<file path="src/hdl/hss_pkg.sv">
// Shared types, constants and register codes of the heat stencil sweep.
package hss_pkg;

    localparam int MAX_WIDTH  = 1024;
    localparam int COL_BITS   = $clog2(MAX_WIDTH);
    localparam int ROW_BITS   = 16;
    localparam int PW_BITS    = 11;
    localparam int TEMP_BITS  = 32;
    localparam int GAIN_BITS  = 17;
    localparam int SUM_BITS   = TEMP_BITS + 2;
    localparam int DIFF_BITS  = TEMP_BITS + 4;
    localparam int FRAC_SHIFT = 19;
    localparam int DH_BITS    = DIFF_BITS - FRAC_SHIFT;
    localparam int PHI_BITS   = GAIN_BITS + 1 + DH_BITS;
    localparam int PLO_BITS   = GAIN_BITS + FRAC_SHIFT + 1;

    localparam logic [GAIN_BITS-1:0] GAIN_ONE   = GAIN_BITS'(65536);
    localparam logic [GAIN_BITS-1:0] GAIN_RESET = GAIN_BITS'(32768);
    localparam logic [PLO_BITS-1:0]  ROUND_HALF = PLO_BITS'(1) << (FRAC_SHIFT - 1);

    // Configuration register indexes.
    localparam logic [1:0] CFG_WIDTH  = 2'd0;
    localparam logic [1:0] CFG_HEIGHT = 2'd1;
    localparam logic [1:0] CFG_GAIN   = 2'd2;

    typedef struct packed {
        logic                        fixed;
        logic signed [TEMP_BITS-1:0] temp;
    } entry_t;

    typedef struct packed {
        entry_t top;
        entry_t mid;
        entry_t bot;
    } column_t;

    typedef struct packed {
        logic signed [SUM_BITS-1:0]  sum_near;
        logic signed [SUM_BITS-1:0]  sum_far;
        logic signed [SUM_BITS-1:0]  sum_new;
        logic signed [TEMP_BITS-1:0] old;
        logic                        fixed;
        logic                        last;
    } blend_in_t;

endpackage

</file>
<file path="src/hdl/hss_blend.sv">
// Blend pipeline: difference, split multiply by the gain, rounding and output register.
module hss_blend (
    input  logic                                clk,
    input  logic                                rst_n,
    input  logic                                in_valid,
    output logic                                in_ready,
    input  hss_pkg::blend_in_t                  in_data,
    input  logic [hss_pkg::GAIN_BITS-1:0]       gain,
    output logic                                out_valid,
    input  logic                                out_ready,
    output logic signed [hss_pkg::TEMP_BITS-1:0] out_temp,
    output logic                                out_last
);
    import hss_pkg::*;

    logic v2_reg, v3_reg, v4_reg, v5_reg;
    logic ready2, ready3, ready4, ready5;

    blend_in_t s2_reg;

    logic signed [DIFF_BITS-1:0] d3_reg;
    logic signed [TEMP_BITS-1:0] old3_reg;
    logic                        fixed3_reg;
    logic                        last3_reg;

    logic signed [PHI_BITS-1:0]  phi4_reg;
    logic [PLO_BITS-1:0]         plo4_reg;
    logic signed [TEMP_BITS-1:0] old4_reg;
    logic                        fixed4_reg;
    logic                        last4_reg;

    logic signed [TEMP_BITS-1:0] temp5_reg;
    logic                        last5_reg;

    logic signed [DIFF_BITS-1:0] d_c;
    logic signed [DH_BITS-1:0]   dh_c;
    logic [FRAC_SHIFT-1:0]       dl_c;
    logic signed [PHI_BITS-1:0]  phi_c;
    logic [PLO_BITS-1:0]         plo_c;
    logic signed [DIFF_BITS-1:0] res_c;
    logic signed [TEMP_BITS-1:0] temp_c;

    // A stage loads when it is empty or the stage after it moves on.
    assign ready5   = !v5_reg || out_ready;
    assign ready4   = !v4_reg || ready5;
    assign ready3   = !v3_reg || ready4;
    assign ready2   = !v2_reg || ready3;
    assign in_ready = ready2;

    always_ff @(posedge clk or negedge rst_n)
    begin
        if (!rst_n)
        begin
            v2_reg <= 1'b0;
            v3_reg <= 1'b0;
            v4_reg <= 1'b0;
            v5_reg <= 1'b0;
        end
        else
        begin
            if (ready2)
            begin
                v2_reg <= in_valid;
            end
            if (ready3)
            begin
                v3_reg <= v2_reg;
            end
            if (ready4)
            begin
                v4_reg <= v3_reg;
            end
            if (ready5)
            begin
                v5_reg <= v4_reg;
            end
        end
    end

    // d = sum of the eight neighbors minus eight times the center.
    assign d_c = DIFF_BITS'(s2_reg.sum_near) + DIFF_BITS'(s2_reg.sum_far)
               + DIFF_BITS'(s2_reg.sum_new) - (DIFF_BITS'(s2_reg.old) <<< 3);

    // k*d is split at bit 19 so that both products stay narrow.
    assign dh_c  = d3_reg[DIFF_BITS-1:FRAC_SHIFT];
    assign dl_c  = d3_reg[FRAC_SHIFT-1:0];
    assign phi_c = PHI_BITS'($signed({1'b0, gain})) * PHI_BITS'(dh_c);
    assign plo_c = PLO_BITS'(gain) * PLO_BITS'(dl_c) + ROUND_HALF;

    assign res_c = DIFF_BITS'(old4_reg) + DIFF_BITS'(phi4_reg)
                 + DIFF_BITS'(plo4_reg[PLO_BITS-1:FRAC_SHIFT]);
    assign temp_c = fixed4_reg ? old4_reg : res_c[TEMP_BITS-1:0];

    always_ff @(posedge clk)
    begin
        if (ready2 && in_valid)
        begin
            s2_reg <= in_data;
        end
        if (ready3 && v2_reg)
        begin
            d3_reg     <= d_c;
            old3_reg   <= s2_reg.old;
            fixed3_reg <= s2_reg.fixed;
            last3_reg  <= s2_reg.last;
        end
        if (ready4 && v3_reg)
        begin
            phi4_reg   <= phi_c;
            plo4_reg   <= plo_c;
            old4_reg   <= old3_reg;
            fixed4_reg <= fixed3_reg;
            last4_reg  <= last3_reg;
        end
        if (ready5 && v4_reg)
        begin
            temp5_reg <= temp_c;
            last5_reg <= last4_reg;
        end
    end

    assign out_valid = v5_reg;
    assign out_temp  = temp5_reg;
    assign out_last  = last5_reg;

    a_stall_means_full: assert property (@(posedge clk) disable iff (!rst_n)
        !in_ready |-> (v2_reg && v3_reg && v4_reg && v5_reg))
        else $error("blend pipeline stalled with an empty stage");

    a_heater_holds: assert property (@(posedge clk) disable iff (!rst_n)
        (v4_reg && ready5 && fixed4_reg) |=> (temp5_reg == $past(old4_reg)))
        else $error("heater cell did not keep its temperature");

endmodule

</file>
<file path="config.mk">
export PLATFORM = sky130hd
export DESIGN_NAME = hss_blend
export DESIGN_NICKNAME = d
export VERILOG_FILES = /design/src/hdl/hss_pkg.sv /design/src/hdl/hss_blend.sv
export SDC_FILE = /design/constraint.sdc
export NUM_CORES = 2
export LEC_CHECK = 0
export BUFFER_PORTS_ARGS = -buffer_cell sky130_fd_sc_hd__buf_4
export CORE_ASPECT_RATIO = 0.6
export CORE_MARGIN = 2
export CORE_UTILIZATION = 57
export DETAILED_ROUTE_END_ITERATION = 10
export GPL_TIMING_DRIVEN = 0
export PLACE_DENSITY = 0.78
export SLEW_MARGIN = 0
export SYNTH_ARGS = -nofsm -noshare
export SYNTH_HDL_FRONTEND = slang
export SYNTH_SLANG_ARGS = --single-unit
</file>
<file path="constraint.sdc">
create_clock -name clk -period 10.2 [get_ports clk]
set_clock_uncertainty 0.1 [all_clocks]
set_input_delay 1.53 -clock clk [delete_from_list [all_inputs] [get_ports clk]]
set_output_delay 1.53 -clock clk [all_outputs]
set_load 0.01 [all_outputs]
</file>
==> flow_summary.ini <==
[sta]
rsz0062_at_grt = no
fin_setup_tns_ps = 0
tightest_slew_ps = 1200
layout_setup_ws_ps = 713
slew_headroom_pct = 19.9
hold_violations = 0
period_minus_slack_ps = 9490
fin_crit_sh_pct = 93.0
report.final.slew_viol_count = 0
finalSetupViolations = 0
max_freq_ghz = 0.105

[logic_synthesis]
async_flop_share_pct = 1.22
ys_ff_latch = 327
synth_most_common_cell = inv_1
yosysUniqueCellTypes = 75
syn_nets = 4386
synthCells = 3349
synth_top_flop_cell = edfxtp_1
yosysTopAreaCell = fa_1
yosys.area.top_type_share_pct = 31.7
synth.avg_cell_area_um2 = 10.6
ys_top_cells_by_area = fa_1, edfxtp_1, ha_1, inv_1, and2_1
synth-edff-count = 323
synth_warnings = 0
synth_common_cells = inv_1, fa_1, nand2_1, edfxtp_1, and2_1
synth_area_mm2 = 0.0356
yosysSeqAreaShare_pct = 27.5

[clock_tree]
cts-htree-levels = 1
cts.sinks = 327
cts_tree = built
cts_setup_buffers = 0
cts_hold_buf = 0
clk_latency_ps = 570
postCtsResizedCells = 0
ctsRootBufferMaster = clkbuf_16
cts_inserted_buffers = 29
clk_path_buf_depth = 3
path_clk_slew_ps = 70

[route]
vias = 24600
viasPerCell = 5.57
drc_errors = 0
wl_um = 93800
routedWlPerCell_um = 21.2
postRouteAntennaNets = 0
dr.pass1.iters = 5
initialDrtViolationCount = 2291

[worst_setup_path]
crit_fanout = 10
crit_type = in -> reg
worstReg2RegEnd = plo4_reg[36]
cp.required_ps = 10390
end_kind = flip-flop
start_kind = input pin
r2r_slack_ps = 1960
r2r_start = d3_reg[8]
reg2reg_depth = 21
crit_arrival_ps = 9680

[floorplan]
floorplan.initialDensity_pct = 58.1
fp.dieArea_mm2 = 0.0646
io-pin-count = 192
fp.coreArea_mm2 = 0.0614
die_y_um = 198
die_w_um = 327
num_rows = 70

[place]
numPortBuffers = 180
gp_congestion = 1.04
pre_cts_ws_ps = 506
hpwl_um = 76500

[final_layout]
drive_gt1_share_pct = 7.42
nNetsFinal = 4601
nFillCells = 4926
largest_reg_flops = 136
fin_util_pct = 63.8
syn2layout_area_growth_pct = 9.90

[global_route]
grt.total_usage_pct = 30.2
overflow = 0
antenna_found_initial = 4
grt_pass1_vias = 25800
grt_first_pass_wirelength_um = 147000
grt_max_degree = 74

[worst_hold_path]
hold_class = reg -> reg
min-delay-start = old3_reg[2]
worstHoldPathCells = 0
hold_end = old4_reg[2]

[status]
status = finished clean

[job]
drv_cap = 0
[placed cells by master, fill, tap and decap left out, drive strengths merged, types with 18 or more instances in the layout]
cell type  Yosys  final
o21ai         79     79
nand3         27     27
ha           316    316
xor2          28     28
a21o          43     43
edfxtp       323    323
nor2          67     67
xnor2         69     69
o21a          22     22
a21oi         83     83
clkbuf       115    148
fa           564    564
and2         320    320
nor3          18     18
buf            5    189
inv          713    715
nand2b        27     27
nand2        371    371
[worst max-delay path by stage]
stage	cells after the start	to	startpoint	slack, ps
floorplan	22	plo4_reg[36]	gain[2]	2590
detailed placement	22	plo4_reg[36]	gain[12]	510
finish	22	plo4_reg[36]	gain[12]	710
CTS	22	plo4_reg[36]	gain[12]	1070
global route	22	plo4_reg[36]	gain[12]	510
global placement	22	plo4_reg[36]	gain[12]	590
[cell type report]
class	instances	area, µm²	share of cell area, %
diodes	6	15.0	0.0383
plain buffers	120	474	1.21
clock buffers	33	741	1.89
clock inverters	19	269	0.687
inverters	713	2680	6.83
multi-input cells	2189	22700	58.0
flip-flops and latches	327	9800	25.0
well taps	828	1040	2.64
repair buffers	184	1450	3.71
[cell families after synthesis]
family                   after synthesis  share of synthesized area [%]
AO/OA/AOI/OAI                        318                           5.93
buffers and inverters                833                           8.84
AND/OR/NAND/NOR                      890                           12.5
adder cells (fa/ha/maj)              880                           42.8
multiplexers                           4                          0.119
XOR/XNOR                              97                           2.38
flip-flops                           327                           27.5
[layer usage]
metal,vias up,global-route usage (%),routed length (µm)
li1,10900,-,-
met1,12300,42.9,39400
met2,1218,44.1,39200
met3,176,11.0,12500
met4,2,7.02,2520
met5,-,1.87,147
[critical path, cell delays in order]
cell       delay, ps
clkbuf_1         780
clkbuf_1         830
nand2_1          190
fa_1             570
inv_1             60
fa_1             470
fa_1             570
fa_1             440
fa_1             500
inv_1             50
fa_1             480
inv_1             50
ha_1             410
o21ai_0          120
nand2b_1         140
or3b_2           510
a21oi_1          500
o21a_1           310
and2_1           260
a2111o_1         230
a2111oi_0        150
nor3b_1          520
[per-stage QoR]
step | instance area, µm² | cells | hold slack (ps)
6_report | 39200 | 4419 | 321
5_1_grt | 39200 | 4415 | 325
4_1_cts | 39200 | 4413 | 321
3_5_place_dp | 38100 | 4361 | 305
3_3_place_gp | 38000 | 4357 | 301
2_1_floorplan | 35600 | 3349 | 300
Power is not shown: default switching activity piles up to over one toggle a cycle in this logic, so the estimate is an artifact.
