`src/hdl/hss_pkg.sv`:
```
// Shared types, constants and register codes of the heat stencil sweep.
package hss_pkg;

    localparam int MAX_WIDTH  = 1024;
    localparam int COL_BITS   = $clog2(MAX_WIDTH);
    localparam int ROW_BITS   = 16;
    localparam int PW_BITS    = 11;
    localparam int TEMP_BITS  = 32;
    localparam int GAIN_BITS  = 17;
    localparam int SUM_BITS   = TEMP_BITS + 2;
    localparam int DIFF_BITS  = TEMP_BITS + 4;
    localparam int FRAC_SHIFT = 19;
    localparam int DH_BITS    = DIFF_BITS - FRAC_SHIFT;
    localparam int PHI_BITS   = GAIN_BITS + 1 + DH_BITS;
    localparam int PLO_BITS   = GAIN_BITS + FRAC_SHIFT + 1;

    localparam logic [GAIN_BITS-1:0] GAIN_ONE   = GAIN_BITS'(65536);
    localparam logic [GAIN_BITS-1:0] GAIN_RESET = GAIN_BITS'(32768);
    localparam logic [PLO_BITS-1:0]  ROUND_HALF = PLO_BITS'(1) << (FRAC_SHIFT - 1);

    // Configuration register indexes.
    localparam logic [1:0] CFG_WIDTH  = 2'd0;
    localparam logic [1:0] CFG_HEIGHT = 2'd1;
    localparam logic [1:0] CFG_GAIN   = 2'd2;

    typedef struct packed {
        logic                        fixed;
        logic signed [TEMP_BITS-1:0] temp;
    } entry_t;

    typedef struct packed {
        entry_t top;
        entry_t mid;
        entry_t bot;
    } column_t;

    typedef struct packed {
        logic signed [SUM_BITS-1:0]  sum_near;
        logic signed [SUM_BITS-1:0]  sum_far;
        logic signed [SUM_BITS-1:0]  sum_new;
        logic signed [TEMP_BITS-1:0] old;
        logic                        fixed;
        logic                        last;
    } blend_in_t;

endpackage

```
`src/hdl/hss_cell.sv`:
```
// One column of the stencil window; takes the column on its right on each shift.
module hss_cell (
    input  logic             clk,
    input  logic             shift,
    input  hss_pkg::column_t col_in,
    output hss_pkg::column_t col_out
);
    import hss_pkg::*;

    column_t col_reg;

    always_ff @(posedge clk)
    begin
        if (shift)
        begin
            col_reg <= col_in;
        end
    end

    assign col_out = col_reg;

endmodule

```
`config.mk`:
```
export PLATFORM = sky130hd
export DESIGN_NAME = hss_cell
export DESIGN_NICKNAME = d
export VERILOG_FILES = /design/src/hdl/hss_pkg.sv /design/src/hdl/hss_cell.sv
export SDC_FILE = /design/constraint.sdc
export NUM_CORES = 1
export LEC_CHECK = 0
export ABC_AREA = 1
export BUFFER_PORTS_ARGS = -buffer_cell sky130_fd_sc_hd__buf_4
export CAP_MARGIN = 20
export CORE_ASPECT_RATIO = 0.8
export CORE_MARGIN = 10
export CORE_UTILIZATION = 35
export DETAILED_ROUTE_END_ITERATION = 8
export GPL_TIMING_DRIVEN = 0
export HOLD_SLACK_MARGIN = 0.02
export MAX_ROUTING_LAYER = met4
export PLACE_DENSITY = 0.76
export SYNTH_ARGS = -nofsm -noshare
export SYNTH_HDL_FRONTEND = slang
export SYNTH_SLANG_ARGS = --single-unit
export TNS_END_PERCENT = 10
```
`constraint.sdc`:
```
create_clock -name clk -period 0.8 [get_ports clk]
set_input_delay 0.24 -clock clk [delete_from_list [all_inputs] [get_ports clk]]
set_output_delay 0.24 -clock clk [all_outputs]
set_load 0.01 [all_outputs]
```
==> impl_metrics.json, run 1 <==
{
  "totalWireLength_um": 9025,
  "multi_input_gates": 0,
  "worst-path-buf-inv": 1,
  "drt_iter0_drc": 103,
  "slew_viol_final": 0,
  "n_antenna_cell": 0,
  "num_rows": 29,
  "hold_viol": 0,
  "syn_avg_cell_area_um2": 30.03,
  "syn_nets": 200,
  "violations": "negative setup slack",
  "fmax_ghz": 0.8381,
  "grt_pass1_vias": 1994,
  "place_congestion": 0.7396,
  "cts-root-buf": "clkbuf_8",
  "arrival_ns": 0.95,
  "worstSetupPathType": "reg2out",
  "clkTransAtPathRegs_ns": 0.09,
  "dieWidth_um": 123.0,
  "clock-sinks": 99,
  "ios": 200,
  "path_max_fanout": 1,
  "buffer_ports.inserted": 199,
  "path_delay_family": "flip-flops",
  "die_h_um": 102.4,
  "post-place-cells": 406,
  "fillers": 582,
  "required_ns": 0.56,
  "vias": 1773,
  "power_mw": 11.29,
  "fin_tns_setup_ns": -31.05,
  "ys.warnings.count": 0,
  "synth_cell_types": 1,
  "rsz0062_at_grt": "true",
  "drive_above_1_share_pct": 67.62,
  "drcViolationCount": 0,
  "worstMarginPinSlew_ns": 0.5309,
  "multi_input_area_um2": 0,
  "end_kind": "primary output",
  "antenna_left": 0,
  "h-tree-depth": 3,
  "worst_slack_ns": -0.3931,
  "wl_per_cell_um": 21.34,
  "syn_inst": 99,
  "power_leakage_nw": 2.155,
  "dp_slack_ns": -0.7821,
  "seq_area_frac_synth_pct": 100.0,
  "cts_buffer_depth": 2,
  "postLayoutCellArea_mm2": 0.005194,
  "status": "complete, but fails checks",
  "dieArea_mm2": 0.01260,
  "fin_hold_ws_ns": 0.06134,
  "synth_seq_cells": 99,
  "ys_top_cells_by_area": "edfxtp_1",
  "relSlewSlack_pct": 64.60,
  "setup_viol": 100,
  "cts_buffers": 9,
  "yosysTopAreaCell": "edfxtp_1",
  "utilization_pct": 64.19,
  "cts_tree": "built",
  "overflow": 0,
  "syn_to_final_growth_pct": 74.71,
  "antenna_found_initial": 0,
  "start_kind": "register",
  "power_per_cell_area_mw_per_mm2": 2175,
  "cp_cell_sequence": "buf_6",
  "maxCapViolations": 0,
  "grt_max_degree": 100,
  "min_path_type": "in2reg",
  "period_minus_slack_ns": 1.193,
  "slowest_stage": "edfxtp_1",
  "largest_register_ffs": 99,
  "final_cell_mix": "buf_4, edfxtp_1, buf_6",
  "max_stage_delay_ns": 0.45,
  "finalCritPeriodShare_pct": 149.1,
  "vias_per_cell": 4.191,
  "layout.nets": 411,
  "first_pass_iters": 4,
  "placed_area_mm2": 0.004602,
  "yosysTopAreaCellShare_pct": 100.0,
  "peakVddDrop_mv": 1.306,
  "syn_area_mm2": 0.002973,
  "grt_pass1_wl_um": 12060,
  "initial_core_util_pct": 36.74,
  "stdcell_count": 423,
  "grt_util_all_layers_pct": 13.96,
  "final_common_cell": "buf_4",
  "coreArea_mm2": 0.008092
}
## cell usage after synthesis
cell type,n
edfxtp_1,99
## path summary, 6_finish.rpt
| path | endpoint | slack (ns) | from | depth (start not counted) |
|---|---|---|---|---|
| min | col_out[95]$_DFFE_PP_ | 0.06 | col_in[95] | 1 |
| max | col_out[66] | -0.39 | col_out[66]$_DFFE_PP_ | 1 |
## what timing repair did
item,4_1_cts,5_1_grt
resized for setup,71,26
hold endpoints to repair,0,1
buffers inserted,0,0
hold buffers,0,1
endpoints found under the setup margin,198,99
## power breakdown
part | leakage (nW) | internal [mW] | total, mW | switching (mW)
Sequential | 0.969 | 6.17 | 6.35 | 0.184
Clock | 0.104 | 1.78 | 3.38 | 1.59
Combinational | 1.08 | 0.990 | 1.57 | 0.576
Total | 2.16 | 8.94 | 11.3 | 2.36
## final cells by class
cell class / count / area (µm²) / share of cell area (%)
Sequential cell: 99 / 2973 / 57.24
Tap cell: 108 / 135.1 / 2.602
Clock buffer: 11 / 131.4 / 2.530
Clock inverter: 5 / 85.08 / 1.638
Timing Repair Buffer: 200 / 1869 / 35.99
## logic make-up after synthesis
family,count (synthesis),share of synthesized area [%]
flops,99,100.0
## routing by layer
layer	part of all wire, %	routed length [µm]	vias to the layer above	track usage, %
li1	-	-	824	-
met1	32	2917	870	12.85
met2	60	5460	69	26.59
met3	6.0	538	10	4.848
met4	1.2	109	0	4.200
met5	0	0	-	-
(Power assumes the default switching activity.)
==> inputs of run 2 (changes only) <==
Settings changed: MAX_ROUTING_LAYER met4 to default.
==> run 2 against run 1 <==
Against the previous run: the flow still finishes with violations (negative setup slack); final cell count decreased by 0.24%; count of clock-buffer cells in the layout did not move; non-clock buffer count shrank 1; fmax fell by 0.31%; sequential power barely moved; critical path depth unchanged; total power about the same; final area down 0.19%; worst setup slack got worse by 0.0038 ns; die area unchanged; critical path type unchanged.
==> impl_metrics.json, run 2 (same netlist as run 1, synthesis figures left out) <==
{
  "grt.met1_usage_pct": 12.13,
  "coreArea_mm2": 0.008092,
  "ios": 200,
  "h-tree-depth": 3,
  "die_h_um": 102.4,
  "drive_above_1_share_pct": 67.83,
  "dieArea_mm2": 0.01260,
  "n_antenna_cell": 0,
  "clock-sinks": 99,
  "first_pass_iters": 4,
  "syn_to_final_growth_pct": 74.37,
  "final_common_cell": "buf_4",
  "fmax_ghz": 0.8355,
  "slew_viol_final": 0,
  "cts-root-buf": "clkbuf_8",
  "relSlewSlack_pct": 65.07,
  "multi_input_area_um2": 0,
  "layout.nets": 410,
  "post-cts-setup-buffers": 0,
  "worst_slack_ns": -0.3969,
  "vias_per_cell": 4.185,
  "clkTransAtPathRegs_ns": 0.09,
  "power_leakage_nw": 2.151,
  "peakVddDrop_mv": 1.308,
  "max_stage_delay_ns": 0.45,
  "place_congestion": 0.7308,
  "totalWireLength_um": 8986,
  "fin_tns_setup_ns": -30.93,
  "initial_core_util_pct": 36.74,
  "grt_pass1_vias": 1997,
  "critPathCapture": "col_out[75]",
  "crit_cells": 1,
  "worstSetupPathType": "reg2out",
  "finalCritPeriodShare_pct": 149.6,
  "multi_input_gates": 0,
  "worst-path-buf-inv": 1,
  "crit_path_start": "col_out[75]$_DFFE_PP_",
  "grt_util_all_layers_pct": 13.49,
  "rsz0062_at_grt": "true",
  "path_delay_family": "flip-flops",
  "hold_viol": 0,
  "wl_per_cell_um": 21.29,
  "violations": "negative setup slack",
  "required_ns": 0.56,
  "overflow": 0,
  "status": "complete, but fails checks",
  "fillers": 583,
  "start_kind": "register",
  "grt_pass1_wl_um": 12060,
  "grt_max_degree": 100,
  "antenna_left": 0,
  "cp_cell_sequence": "buf_6",
  "power_per_cell_area_mw_per_mm2": 2179,
  "antenna_found_initial": 0,
  "slowest_stage": "edfxtp_1",
  "cts_tree": "built",
  "setup_viol": 99,
  "holdPathStages": 1,
  "dieWidth_um": 123.0,
  "end_kind": "primary output",
  "period_minus_slack_ns": 1.197,
  "drcViolationCount": 0,
  "min_path_type": "in2reg",
  "utilization_pct": 64.06,
  "vias": 1766,
  "worstMarginPinSlew_ns": 0.5240,
  "cts_buffer_depth": 2,
  "num_rows": 29,
  "cts_buffers": 9,
  "buffer_ports.inserted": 199,
  "arrival_ns": 0.96,
  "grt_busiest_layer": "met2",
  "met2_usage_pct": 26.59,
  "drt_iter0_drc": 100,
  "final_cell_mix": "buf_4, edfxtp_1, buf_6",
  "largest_register_ffs": 99,
  "maxCapViolations": 0,
  "path_max_fanout": 1,
  "met3_usage_pct": 5.565
}
-- run 2: final cells by class --
class                 instances  area [µm²]  share of cell area [%]
Clock buffer                 11       131.4                   2.534
Clock inverter                5       85.08                   1.641
Sequential cell              99        2973                   57.35
Timing Repair Buffer        199        1859                   35.87
Tap cell                    108       135.1                   2.607
-- run 2: repair_timing --
action | in CTS | in global routing
hold buffers | 0 | 0
endpoints found under the setup margin | 198 | 99
resized for setup | 71 | 26
-- run 2: worst min path at each step --
stage / start / endpoint / slack, ns
finish: col_in[95] / col_out[95]$_DFFE_PP_ / 0.06
global route: col_in[73] / col_out[73]$_DFFE_PP_ / 0.02
CTS: col_in[71] / col_out[71]$_DFFE_PP_ / 0.04
detailed placement: col_in[23] / col_out[23]$_DFFE_PP_ / 0.42
global placement: col_in[42] / col_out[42]$_DFFE_PP_ / 0.42
floorplan: col_in[0] / col_out[0]$_DFFE_PP_ / 0.34
-- run 2: report_power, final --
group          internal, mW  leakage (nW)  switching [mW]
registers              6.17         0.969           0.184
logic                 0.987          1.08           0.575
clock network          1.78         0.104            1.60
-- run 2: metrics by stage --
stage	worst slack [ns]	instances	hold WS [ns]	cell area, µm²	power, mW
6_report	-0.3969	422	0.06196	5184	11.29
5_1_grt	-0.4395	422	0.02323	5184	11.80
4_1_cts	-0.4205	422	0.03803	5086	11.38
3_5_place_dp	-0.7821	406	0.4193	4602	7.773
3_3_place_gp	-0.7435	406	0.4185	4602	7.721
2_1_floorplan	0.1662	99	0.3389	2973	6.612
-- run 2: layer usage --
metal / up-vias / part of all wire [%] / wire length [µm]
met3: 11 / 7.3 / 653
met4: 0 / 1.4 / 123
met2: 70 / 61 / 5470
li1: 821 / - / -
met1: 864 / 30 / 2739
met5: - / 0 / 0
==> inputs of run 3 (changes only) <==
Settings changed: CORE_MARGIN 10 to default, CTS_BUF_LIST from default to sky130_fd_sc_hd__clkbuf_4, REMOVE_ABC_BUFFERS from default to 1.
==> run 3 against run 2 <==
Against the previous run: the run still ends with negative setup slack left; count of clock-buffer cells in the layout shrank 2; first-iteration DRC count grew 30%; largest power group unchanged; routed wire length grew 27%; non-clock buffer count grew 99; total power shrank 3.6%; critical endpoint is now col_out[47]; final cell count grew 23%; worst setup slack lost 0.13 ns.
==> impl_metrics.json, run 3 (same netlist as run 1, synthesis figures left out) <==
{
  "status": "complete, but fails checks",
  "violations": "negative setup slack",
  "slowest_stage": "edfxtp_1",
  "place_congestion": 0.7937,
  "slew_viol_final": 0,
  "period_minus_slack_ns": 1.329,
  "stdcell_count": 521,
  "coreArea_mm2": 0.008092,
  "cts_buffers": 9,
  "vias_per_cell": 4.489,
  "hold_viol": 0,
  "met2_usage_pct": 43.47,
  "post-cts-setup-buffers": 0,
  "path_delay_family": "flip-flops",
  "drcViolationCount": 0,
  "grt_busiest_layer": "met2",
  "power_per_cell_area_mw_per_mm2": 1787,
  "cts-root-buf": "clkbuf_4",
  "vias": 2339,
  "peakVddDrop_mv": 1.213,
  "clkTransAtPathRegs_ns": 0.17,
  "power_leakage_nw": 2.529,
  "maxCapViolations": 0,
  "fin_tns_setup_ns": -44.53,
  "ios": 200,
  "cp_cell_sequence": "buf_4",
  "first_pass_iters": 4,
  "initial_core_util_pct": 36.74,
  "wl_per_cell_um": 21.83,
  "placed_area_mm2": 0.004602,
  "relSlewSlack_pct": 50.75,
  "cts_tree": "built",
  "detailed_place_hpwl_um": 5830,
  "start_kind": "register",
  "dieWidth_um": 105.0,
  "max_stage_delay_ns": 0.47,
  "buffer_ports.inserted": 199,
  "met3_usage_pct": 7.531,
  "grt_util_all_layers_pct": 24.25,
  "drive_above_1_share_pct": 51.82,
  "final_common_cell": "buf_4",
  "fin_hold_ws_ns": 0.3032,
  "largest_register_ffs": 99,
  "layout.nets": 509,
  "required_ns": 0.56,
  "worstSetupPathType": "reg2out",
  "clock-sinks": 99,
  "drt_iter0_drc": 130,
  "grt_pass1_vias": 2397,
  "path_max_fanout": 1,
  "postLayoutCellArea_mm2": 0.006090,
  "end_kind": "primary output",
  "fmax_ghz": 0.7524,
  "final_cell_mix": "buf_4, edfxtp_1, dlygate4sd3_1",
  "grt.met1_usage_pct": 27.11,
  "num_rows": 29,
  "die_h_um": 84.43,
  "grt_pass1_wl_um": 15140,
  "rsz0062_at_grt": "true",
  "cts_buffer_depth": 2,
  "worstMarginPinSlew_ns": 0.7387,
  "n_antenna_cell": 0,
  "worst_slack_ns": -0.5291,
  "grt_max_degree": 100,
  "antenna_found_initial": 0,
  "multi_input_gates": 0,
  "dieArea_mm2": 0.008869,
  "totalWireLength_um": 11370,
  "setup_viol": 99,
  "syn_to_final_growth_pct": 104.8,
  "worst-path-buf-inv": 1,
  "h-tree-depth": 3,
  "antenna_left": 0,
  "arrival_ns": 1.09,
  "min_path_type": "in2reg",
  "multi_input_area_um2": 0,
  "overflow": 0,
  "finalCritPeriodShare_pct": 166.1,
  "post-place-cells": 406
}
-- run 3: changes by cell type in the layout (fill, tap and decap cells not counted), moves of 2 or more --
cell,change
buf_4,-3
buf_6,+3
bufinv_16,-2
clkbuf_1,-2
clkbuf_4,+9
clkbuf_8,-9
dlygate4sd3_1,+99
inv_6,+2
-- run 3: cell type report --
class | count | area (µm²)
Clock buffer | 9 | 67.56
Clock inverter | 7 | 57.56
Tap cell | 108 | 135.1
Sequential cell | 99 | 2973
Timing Repair Buffer | 298 | 2856
Fill cell | 438 | 2002
-- run 3: metrics by stage --
step	power [mW]	util [%]	worst slack (ns)
CTS	10.73	74.19	-0.4982
detailed placement	7.742	56.87	-0.7827
global route	11.24	75.26	-0.5703
floorplan	6.612	-	0.1662
finish	10.88	75.26	-0.5291
global placement	7.677	56.87	-0.7352
-- run 3: final timing paths --
kind	start	end	slack, ns	depth (start not counted)
max	col_out[47]$_DFFE_PP_	col_out[47]	-0.53	1
min	shift	col_out[40]$_DFFE_PP_	0.30	1
-- run 3: where the power goes --
group	switching (mW)	leakage [nW]	internal, mW
logic	0.716	1.49	1.31
clock network	1.75	0.0669	0.691
registers	0.244	0.969	6.18
total	2.71	2.53	8.17
-- run 3: repair_timing --
item / in CTS / in global routing
resized for setup: 76 / 23
endpoints found under the hold margin: 99 / 0
hold buffers: 99 / 0
setup endpoints to repair: 198 / 99
-- run 3: layer usage --
metal  vias up  share of wire (%)
met5         -                  0
met4         0                2.4
met3        26                7.4
met2       135                 53
met1      1157                 37
li1       1021                  -
